## config.mk

```make
export PLATFORM = sky130hd
export DESIGN_NAME = vt_front
export DESIGN_NICKNAME = d
export VERILOG_FILES = /design/src/design/vertex_transform_defines.svh /design/src/design/vt_pkg.sv /design/src/design/vt_front.sv
export SDC_FILE = /design/constraint.sdc
export NUM_CORES = 1
export LEC_CHECK = 0
export BUFFER_PORTS_ARGS = -buffer_cell sky130_fd_sc_hd__clkbuf_2
export CORE_AREA = 2 2 229 209
export DETAILED_ROUTE_END_ITERATION = 10
export DIE_AREA = 0 0 231 211
export PLACE_DENSITY = 0.76
export SKIP_CTS_REPAIR_TIMING = 1
export SYNTH_ARGS = -nofsm -noshare
export SYNTH_HDL_FRONTEND = slang
export SYNTH_SLANG_ARGS = --single-unit
```

## constraint.sdc

```tcl
create_clock -name clk -period 4.8 [get_ports clk]
set_clock_uncertainty 0.05 [all_clocks]
set_input_delay 0.48 -clock clk [delete_from_list [all_inputs] [get_ports clk]]
set_output_delay 0.48 -clock clk [all_outputs]
set_load 0.02 [all_outputs]
```

## src/design/vertex_transform_defines.svh

```systemverilog
// Assertion macros for the vertex transform RTL (used by vt_back).
// No dependencies.
`ifndef VERTEX_TRANSFORM_DEFINES_SVH
`define VERTEX_TRANSFORM_DEFINES_SVH
// implication checked on every edge out of reset
`define VT_ASSERT_IMP(label, a, c) \
  label: assert property (@(posedge clk) disable iff (rst) (a) |-> (c)) \
    else $error("label failed");
// next-cycle implication
`define VT_ASSERT_NEXT(label, a, c) \
  label: assert property (@(posedge clk) disable iff (rst) (a) |=> (c)) \
    else $error("label failed");
`endif

```

## src/design/vt_pkg.sv

```systemverilog
// Package for the vertex transform: widths, codes, default matrices, helpers.
// No dependencies.
`default_nettype none
package vt_pkg;
  localparam int FRAC_BITS = 16;
  localparam int QUEUE_DEPTH = 4;
  localparam int QW = $clog2(QUEUE_DEPTH);
  // dividend bits of the perspective divide: |num| (33 bits) << FRAC_BITS
  localparam int DIV_W = 33 + FRAC_BITS;

  localparam logic CMD_LOAD = 1'b0;
  localparam logic CMD_VERTEX = 1'b1;
  localparam logic MAT_MODEL = 1'b0;
  localparam logic MAT_PROJ = 1'b1;

  localparam logic [1:0] REG_WIDTH = 2'd0;
  localparam logic [1:0] REG_HEIGHT = 2'd1;

  localparam logic signed [31:0] S32_MAX = 32'sh7fffffff;
  localparam logic signed [31:0] S32_MIN = 32'sh80000000;

  typedef struct packed {
    logic       command;
    logic       which_matrix;
    logic [3:0] index;
    logic signed [31:0] coeff_value;
    logic signed [31:0] vertex_x;
    logic signed [31:0] vertex_y;
    logic signed [31:0] vertex_z;
  } item_t;

  typedef enum logic [2:0] {
    ST_IDLE, ST_MAT, ST_DIV, ST_POST, ST_OUT
  } state_t;

  // micro units to fixed point, nearest, ties away from zero
  function automatic logic signed [31:0] from_micro(input longint m);
    longint mag;
    longint q;
    mag = (m < 0) ? -m : m;
    q = ((mag <<< FRAC_BITS) + 64'sd500000) / 64'sd1000000;
    from_micro = (m < 0) ? 32'(-q) : 32'(q);
  endfunction

  function automatic logic signed [31:0] model_default(input logic [3:0] i);
    case (i)
      4'd0, 4'd5, 4'd10, 4'd15: model_default = from_micro(64'sd1000000);
      4'd11: model_default = from_micro(-64'sd3000000);
      default: model_default = '0;
    endcase
  endfunction

  function automatic logic signed [31:0] proj_default(input logic [3:0] i);
    case (i)
      4'd0: proj_default = from_micro(64'sd1810660);
      4'd5: proj_default = from_micro(64'sd2414214);
      4'd10: proj_default = from_micro(-64'sd1020202);
      4'd11: proj_default = from_micro(-64'sd202020);
      4'd14: proj_default = from_micro(-64'sd1000000);
      default: proj_default = '0;
    endcase
  endfunction

  function automatic logic signed [31:0] sat32(input logic signed [65:0] x);
    if (x > 66'sh0_7fff_ffff) sat32 = S32_MAX;
    else if (x < -66'sh0_8000_0000) sat32 = S32_MIN;
    else sat32 = x[31:0];
  endfunction
endpackage
`default_nettype wire

```

## src/design/vt_front.sv

```systemverilog
// Front end: accepts items, writes every item (coefficient loads and vertices) into a small queue.
// Depends on vt_pkg.
`default_nettype none
module vt_front import vt_pkg::*; (
  input  wire logic  clk,
  input  wire logic  rst,
  input  wire logic  in_valid,
  output logic       in_ready,
  input  wire item_t in_item,
  output logic       q_valid,
  input  wire logic  q_pop,
  output item_t      q_item
);
  item_t slots [QUEUE_DEPTH];
  logic [QW-1:0] wr_ptr;
  logic [QW-1:0] rd_ptr;
  logic [QW:0] count;
  logic push;

  assign in_ready = (count != (QW+1)'(QUEUE_DEPTH));
  assign push = in_valid && in_ready;
  assign q_valid = (count != '0);
  assign q_item = slots[rd_ptr];

  always_ff @(posedge clk) begin
    if (rst) begin
      wr_ptr <= '0;
      rd_ptr <= '0;
      count <= '0;
    end else begin
      if (push) wr_ptr <= wr_ptr + 1'b1;
      if (q_pop) rd_ptr <= rd_ptr + 1'b1;
      count <= count + (QW+1)'(push) - (QW+1)'(q_pop);
    end
  end

  always_ff @(posedge clk) begin
    if (push) slots[wr_ptr] <= in_item;
  end
endmodule
`default_nettype wire

```

# After elaboration in Yosys (flattened, before gate mapping)
# Memory sizes are Yosys's and may differ from the RTL's. A register that Yosys moved wholly into a read port is not among the register bits.
# Cells that the tools add are included.
# totals
elab_cells,15
mem_count,1
output_inout_bits,136
input_bits,138
mem_bits_rw,536
reg_bits,7
# memory_table
memory,depth,width,rd,rd_clocked_by_memory_dff,wr,line,rtl
slots,4,134,1,1,1,vt_front.sv:14,item_t slots [QUEUE_DEPTH];
# classes
mux,4
eq_ne,1
reduce_logical,2
addsub,4
# op_table
operator,count
adder 2 x 1 -> 2 bit (second input constant),2
2-to-1 mux 2 bit,2
adder 3 x 1 -> 3 bit,1
!= test 3 bit (second input constant),1
nonzero test 3 bit,1
subtractor 3 x 1 -> 3 bit,1
2-to-1 mux 1 bit,2
logical AND 1 bit,1

# Depth between registers and ports, before layout
# Gate-level depths: netlist of the first run.
# logic_depth
word_depth,4
depth_mapped,11
mapped_depth_nobuf,11

# Least setup slack after synthesis of the first run
# No wires, ideal clock.
# synth_path
path_kind,input to register
from,input port in_valid
to,"memory slots[2][0] in the netlist's numbering, enable pin"
setup_ps,509
slack_ps,276
t_arrival_ps,3965
required_time_ps,4241
stages,2
n_path_buf,0
path_cell_list,a21boi_1 > and2_1
# synth_between
elab_chain_len,3
# synth_rtl
element,line,rtl
from (decl),vt_front.sv:7,"input wire logic in_valid,"
logical AND 1 bit,vt_front.sv:21,assign push = in_valid && in_ready;
2-to-1 mux 1 bit,vt_front.sv:38,if (push) slots[wr_ptr] <= in_item;
2-to-1 mux 1 bit (implied by the code),vt_front.sv:38,
to (decl),vt_front.sv:14,
# Every way passes these cells.

==> results of run 1 <==
worst max-delay path, cell delays in order (launching register included):
cell	delay, ps
dfxtp_4	820
buf_4	480
mux4_2	430
clkbuf_2	190
cell usage in the layout (no fill, tap or decap), types with 5 or more instances in the layout:
cell       netlist  layout
clkinv_4         0       5
dfxtp_1          9       7
clkbuf_1         8      12
clkbuf_2         0     273
nor2_1           8       8
clkbuf_16        0      55
inv_1            5       5
diode_2          0       5
ha_1             6       6
buf_4            0       9
clkinv_1         0      10
edfxtp_1       536     536
mux4_2         134     134
clkinv_2         0       9
buf_12           0       7
metal layers:
metal | global-route usage | vias up | share of wire
li1 | - | 3865 | -
met1 | 0.2112 | 4604 | 0.41
met2 | 0.2397 | 314 | 0.46
met3 | 0.06156 | 75 | 0.10
met4 | 0.05317 | 10 | 0.025
met5 | 0 | - | 0.0018
registers in the layout, summed over array words and instances, names as in the netlist, named ones only:
register,cells
slots,536
count,3
rd_ptr,2
wr_ptr,2
cell type report:
class	count	area, µm²
Inverter	5	18.77
Timing Repair Buffer	289	1574
Clock inverter	32	235.2
Tap cell	616	770.7
Antenna cell	5	12.51
Clock buffer	67	1421
Sequential cell	545	16280
Fill cell	3603	22580
Multi-Input combinational cell	167	3277
kinds of logic (layout without fill, tap and decap cells):
family,after synthesis,count (layout),synth area share
DFF,545,545,0.8238
adders and majority gates,7,7,0.004813
other,0,5,0
AOI/OAI and AO/OA,1,1,0.0003801
and+or+nand+nor,20,20,0.005003
xor gates and xnor gates,3,3,0.001330
muxes,136,136,0.1538
buffers and inverters,36,393,0.01083
worst min path at each step:
stage                           start            to  slack, ps  cells after the start
after global placement      wr_ptr[1]     wr_ptr[1]        450                      2
after global routing      in_item[12]  slots[3][12]         30                      1
after floorplan             wr_ptr[1]     wr_ptr[1]        430                      2
after detailed placement    rd_ptr[1]          flop        470                      2
final                     in_item[52]  slots[3][52]         60                      1
after CTS                 in_item[65]  slots[2][65]         20                      1
per-stage QoR:
step	total power, mW	cell area [µm²]
after global routing	11.98	23580
final	11.55	23590
after CTS	11.70	23580
after global placement	7.722	21920
after detailed placement	7.772	21920
after floorplan	7.129	19760
power by group through the flow:
stage                     Combinational [mW]  Sequential [mW]  Clock (mW)
after floorplan                         1.12             6.01           0
after global placement                  1.75             5.97           0
after detailed placement                1.77             6.01           0
after CTS                               1.77             5.91        4.02
after global routing                    1.85             5.94        4.19
final                                   1.72             5.90        3.93
==> impl_metrics.yaml, run 1 <==
detailed_routing:
  postRouteAntennaNets: 0
  wirelength_um: 38450
  routed_via_density: 5.138
  dr.pass1.iters: 5
  drcViolationCount: 0
  dr.first_iter.drc_count: 629
  vias: 8868
  wl_per_cell_um: 22.27
yosys:
  ys_warn_count: 0
  synthFlopType: "edfxtp_1"
  yosysSeqAreaShare: 0.8238
  synthTopCellsByArea: "edfxtp_1 (81%), mux4_2 (15%), dfxtp_1 (0.91%)"
  synth_top_area_frac: 0.8147
  synth-edff-count: 536
  ys_types: 21
  ys_ff_latch: 545
  avgSynthCellArea_um2: 26.41
  synth_common_cells: "edfxtp_1 (536), mux4_2 (134), buf_2 (15)"
  syn-instance-count: 748
  synthArstFlopShare: 0
  synth_most_common_cell: "edfxtp_1"
  synthesis.nets: 893
  yosys.area.top_type: "edfxtp_1"
  syn-cell-area_mm2: 0.01976
floorplan:
  die_h_um: 211
  core_area_mm2: 0.04617
  io_pins: 274
  start_util: 0.4279
  fp.dieW_um: 231
  dieArea_mm2: 0.04874
  rows: 75
global_routing:
  overflow: 0
  grt_pass1_wl_um: 57410
  grt_pass1_vias: 9379
  grt_max_degree: 83
  track_usage: 0.1583
  antenna_found_initial: 10
worst_setup_path:
  r2r_cells: 4
  worstPathArrival_ps: 2570
  r2r_start: "count[1]"
  worstSetupStartpointType: "flop"
  worstPathMaxFanout: 44
  r2r-end: "slots[1][89]"
  cp-endpoint: "q_item[6]"
  path_class: "reg -> out"
  cp.required_ps: 4270
  r2r_slack_ps: 2050
  crit_path_end_kind: "primary output"
clock_tree:
  cts_sinks: 545
  htreeDepth: 2
  cts_tree: "done"
  clkTransAtPathRegs_ps: 60
  clkLatencyLatePin_ps: 590
  ctsLongestPathBuffers: 3
  cts_buffers: 53
  root_buffer: "clkbuf_16"
power_and_ir_drop:
  p_clk_frac: 0.340
  p_switching_mw: 2.923
  peakVddDrop_mv: 0.4214
  p_seq_frac: 0.511
  powerDensity_mw_per_mm2: 489.7
  power_frac_comb: 0.149
  intPower_mw: 8.632
  switching_share: 0.2529
  p_leak_nw: 7.905
place:
  port_buffers: 273
  post-dp-hpwl_um: 23770
  dp.cells: 1622
  dpl_worst_slack_ps: 1966
  gp_congestion: 0.7453
sta:
  setup_viol: 0
  rsz0062_at_grt: "no"
  fin_crit_ps: 3100
  setup_ws_ps: 1700
  period_share: 0.6458
  tightestPinTransition_ps: 974.3
  max_freq_mhz: 322.6
  setup-tns-final_ps: 0
  slew_violations: 0
  final-hold-violation-count: 0
  hold_ws_ps: 57.42
  slew_headroom: 0.3505
layout:
  fin_util: 0.5110
  final_nets: 1206
  instances_no_fill: 1726
  drive_above_1_share: 0.4588
  syn_to_final_growth_pct: 19.42
job:
  max-cap-violations: 0
status:
  outcome: "finished, final reports clean"
hold_path:
  hold_path.class: "in -> reg"
No activity file was read; power rests on OpenSTA's default activity.
==> run 2, diff against run 1 <==
--- a/config.mk
+++ b/config.mk
@@ -5,11 +5,12 @@
 export SDC_FILE = /design/constraint.sdc
 export NUM_CORES = 1
 export LEC_CHECK = 0
+export ABC_AREA = 1
 export BUFFER_PORTS_ARGS = -buffer_cell sky130_fd_sc_hd__clkbuf_2
-export CORE_AREA = 2 2 229 209
+export CORE_AREA = 2 2 233 212
 export DETAILED_ROUTE_END_ITERATION = 10
-export DIE_AREA = 0 0 231 211
-export PLACE_DENSITY = 0.76
+export DIE_AREA = 0 0 235 214
+export PLACE_DENSITY = 0.75
 export SKIP_CTS_REPAIR_TIMING = 1
 export SYNTH_ARGS = -nofsm -noshare
 export SYNTH_HDL_FRONTEND = slang
==> constraint.sdc (replaced) <==
create_clock -name clk -period 2.58 [get_ports clk]
set_clock_uncertainty 0.05 [all_clocks]
set_input_delay 0.258 -clock clk [delete_from_list [all_inputs] [get_ports clk]]
set_output_delay 0.258 -clock clk [all_outputs]
set_load 0.02 [all_outputs]
==> run 2 against run 1 <==
Area after synthesis is 3.0% higher. Final area rose by 8.7%. Clock power is 100% higher. Via count grew 46%. Non-clock buffer count grew 147. Sequential cell count is the same. Sequential share of layout area down 5.5 points. Count of clock-buffer cells in the layout unchanged. Setup slack got worse by 1700 ps. First-iteration DRC count is 79% higher. Sequential power up 88%. Critical endpoint is now q_item[26].
==> impl_metrics.yaml, run 2 <==
status:
  outcome: "finished, final reports clean"
global_routing:
  grt_pass1_wl_um: 67080
  grt_max_degree: 161
  grt_pass1_vias: 12390
  antenna_found_initial: 2
  overflow: 0
  track_usage: 0.1690
hold_path:
  holdCritStartpoint: "in_valid"
  hold_path.class: "in -> reg"
yosys:
  synthArstFlopShare: 0
  synth_top_area_frac: 0.7909
  synth_common_cells: "edfxtp_1 (536), nor2_1 (280), o21ai_0 (212)"
  syn-instance-count: 1354
  ys_types: 21
  avgSynthCellArea_um2: 15.03
  synth-edff-count: 536
  synth_most_common_cell: "edfxtp_1"
  yosys.area.top_type: "edfxtp_1"
  yosysSeqAreaShare: 0.7998
  ys_warn_count: 0
  synthFlopType: "edfxtp_1"
  synthesis.nets: 1499
  synthTopCellsByArea: "edfxtp_1 (79%), o21ai_0 (5.2%), nor2_1 (5.2%)"
  ys_ff_latch: 545
  syn-cell-area_mm2: 0.02035
clock_tree:
  root_buffer: "clkbuf_16"
  cts_sinks: 545
  clkLatencyLatePin_ps: 580
  cts_tree: "done"
  ctsLongestPathBuffers: 3
  htreeDepth: 2
  cts_buffers: 54
  clkTransAtPathRegs_ps: 60
worst_setup_path:
  r2r_cells: 11
  cp.required_ps: 2270
  r2r_slack_ps: 600
  max_stage_delay_ps: 460
  r2r_start: "count[0]"
  worstPathMaxFanout: 108
  r2r-end: "count[2]"
  slowest_stage: "dfxtp_4"
  worstSetupStartpointType: "flop"
  cp-endpoint: "q_item[26]"
  worstPathArrival_ps: 2220
  path_class: "reg -> out"
  crit_path_end_kind: "primary output"
  cp_cell_sequence: "buf_12, o21ai_0, o22ai_1, clkbuf_2"
floorplan:
  core_area_mm2: 0.04764
  fp.dieW_um: 235
  die_h_um: 214
  dieArea_mm2: 0.05029
  start_util: 0.4272
  io_pins: 274
  rows: 76
sta:
  slew_headroom: 0.6346
  tightestPinTransition_ps: 548.1
  slew_violations: 0
  period_share: 0.9809
  final-hold-violation-count: 0
  setup_viol: 0
  max_freq_mhz: 395.1
  fin_crit_ps: 2531
detailed_routing:
  drcViolationCount: 0
  vias: 12960
  postRouteAntennaNets: 0
  dr.first_iter.drc_count: 1129
  routed_via_density: 5.337
  wl_per_cell_um: 19.42
  dr.pass1.iters: 5
  wirelength_um: 47140
power_and_ir_drop:
  peakVddDrop_mv: 0.7316
  p_clk_frac: 0.355
  p_seq_frac: 0.493
  p_leak_nw: 9.002
  intPower_mw: 16.71
  powerDensity_mw_per_mm2: 877.8
  p_switching_mw: 5.803
  power_frac_comb: 0.152
  switching_share: 0.2578
layout:
  final_nets: 1903
  instances_no_fill: 2428
  final_common_cell: "edfxtp_1"
  largestRegisters: "slots: 536 flops, count: 3 flops"
  regMostFlops: "slots"
  largest_register_ffs: 536
  drive_above_1_share: 0.2175
  final_cell_mix: "edfxtp_1 (536), nor2_1 (275), clkbuf_2 (273), o21ai_0 (212), dlygate4sd3_1 (136)"
  syn_to_final_growth_pct: 26.02
  fin_util: 0.5383
place:
  post-dp-hpwl_um: 23980
  port_buffers: 273
  dp.cells: 2186
  gp_congestion: 0.7553
job:
  max-cap-violations: 0
==> run 2: cell types whose count changed after synthesis, sizes merged, moves of 3 or more <==
| cell | change |
|---|---|
| a21oi | +4 |
| and2 | -5 |
| buf | +22 |
| clkbuf | +35 |
| inv | +8 |
| mux4 | -134 |
| nand2 | +5 |
| nand3 | +3 |
| nor2 | +272 |
| o21ai | +270 |
| o22ai | +134 |
==> run 2: how the worst min path moves through the flow <==
stage | cells after the start | to
after global routing | 3 | wr_ptr[1]
after CTS | 2 | count[1]
final | 3 | wr_ptr[0]
after global placement | 2 | count[1]
after detailed placement | 1 | flop
after floorplan | 1 | count[1]
==> run 2: routing by layer <==
metal | vias up | GRT usage | wire [µm] | part of all wire
met5 | - | 0 | 13 | 0.00028
met3 | 69 | 0.04755 | 3908 | 0.083
li1 | 5954 | - | - | -
met4 | 2 | 0.05717 | 839 | 0.018
met1 | 6394 | 0.2123 | 18990 | 0.40
met2 | 539 | 0.2824 | 23390 | 0.50
==> run 2: power by group through the flow <==
stage	clock network (mW)	logic, mW	registers, mW
6_report	7.99	3.42	11.1
5_1_grt	8.51	3.68	11.2
4_1_cts	8.12	3.22	11.1
3_5_place_dp	0	3.20	11.3
3_3_place_gp	0	3.13	11.2
2_1_floorplan	0	1.97	11.3
==> run 2: logic make-up after synthesis <==
| family | synth area share |
|---|---|
| simple gates | 0.05429 |
| buf+inv | 0.03271 |
| fa+ha+maj | 0.004673 |
| flops | 0.7998 |
| compound gates | 0.1086 |
==> run 2: metrics by stage <==
step / setup TNS [ps] / area (µm²) / setup slack (ps) / power [mW] / hold slack (ps)
2_1_floorplan: -267030 / 20420 / -512.6 / 13.24 / 265.1
3_3_place_gp: 0 / 22330 / 626.5 / 14.36 / 387.0
3_5_place_dp: 0 / 22330 / 562.4 / 14.48 / 390.4
4_1_cts: -123.9 / 24160 / -40.00 / 22.43 / -238.4
5_1_grt: -86.23 / 25640 / -38.23 / 23.36 / 45.31
6_report: 0 / 25650 / 49.28 / 22.51 / 45.06
==> run 2: critical path: cells and delay by family, from the launching register on <==
kind	cells	cell delay, ps
AOI/OAI and AO/OA	2	500
DFF	1	460
buffers and inverters	2	580
==> run 2: layout make-up <==
| cell class | count | area [µm²] |
|---|---|---|
| Fill cell | 3701 | 21990 |
| Multi-Input combinational cell | 707 | 3477 |
| Timing Repair Buffer | 436 | 3181 |
| Tap cell | 624 | 780.7 |
| Sequential cell | 545 | 16290 |
| Antenna cell | 2 | 5.005 |
| Clock buffer | 67 | 1464 |
| Clock inverter | 33 | 366.6 |
| Inverter | 14 | 83.83 |
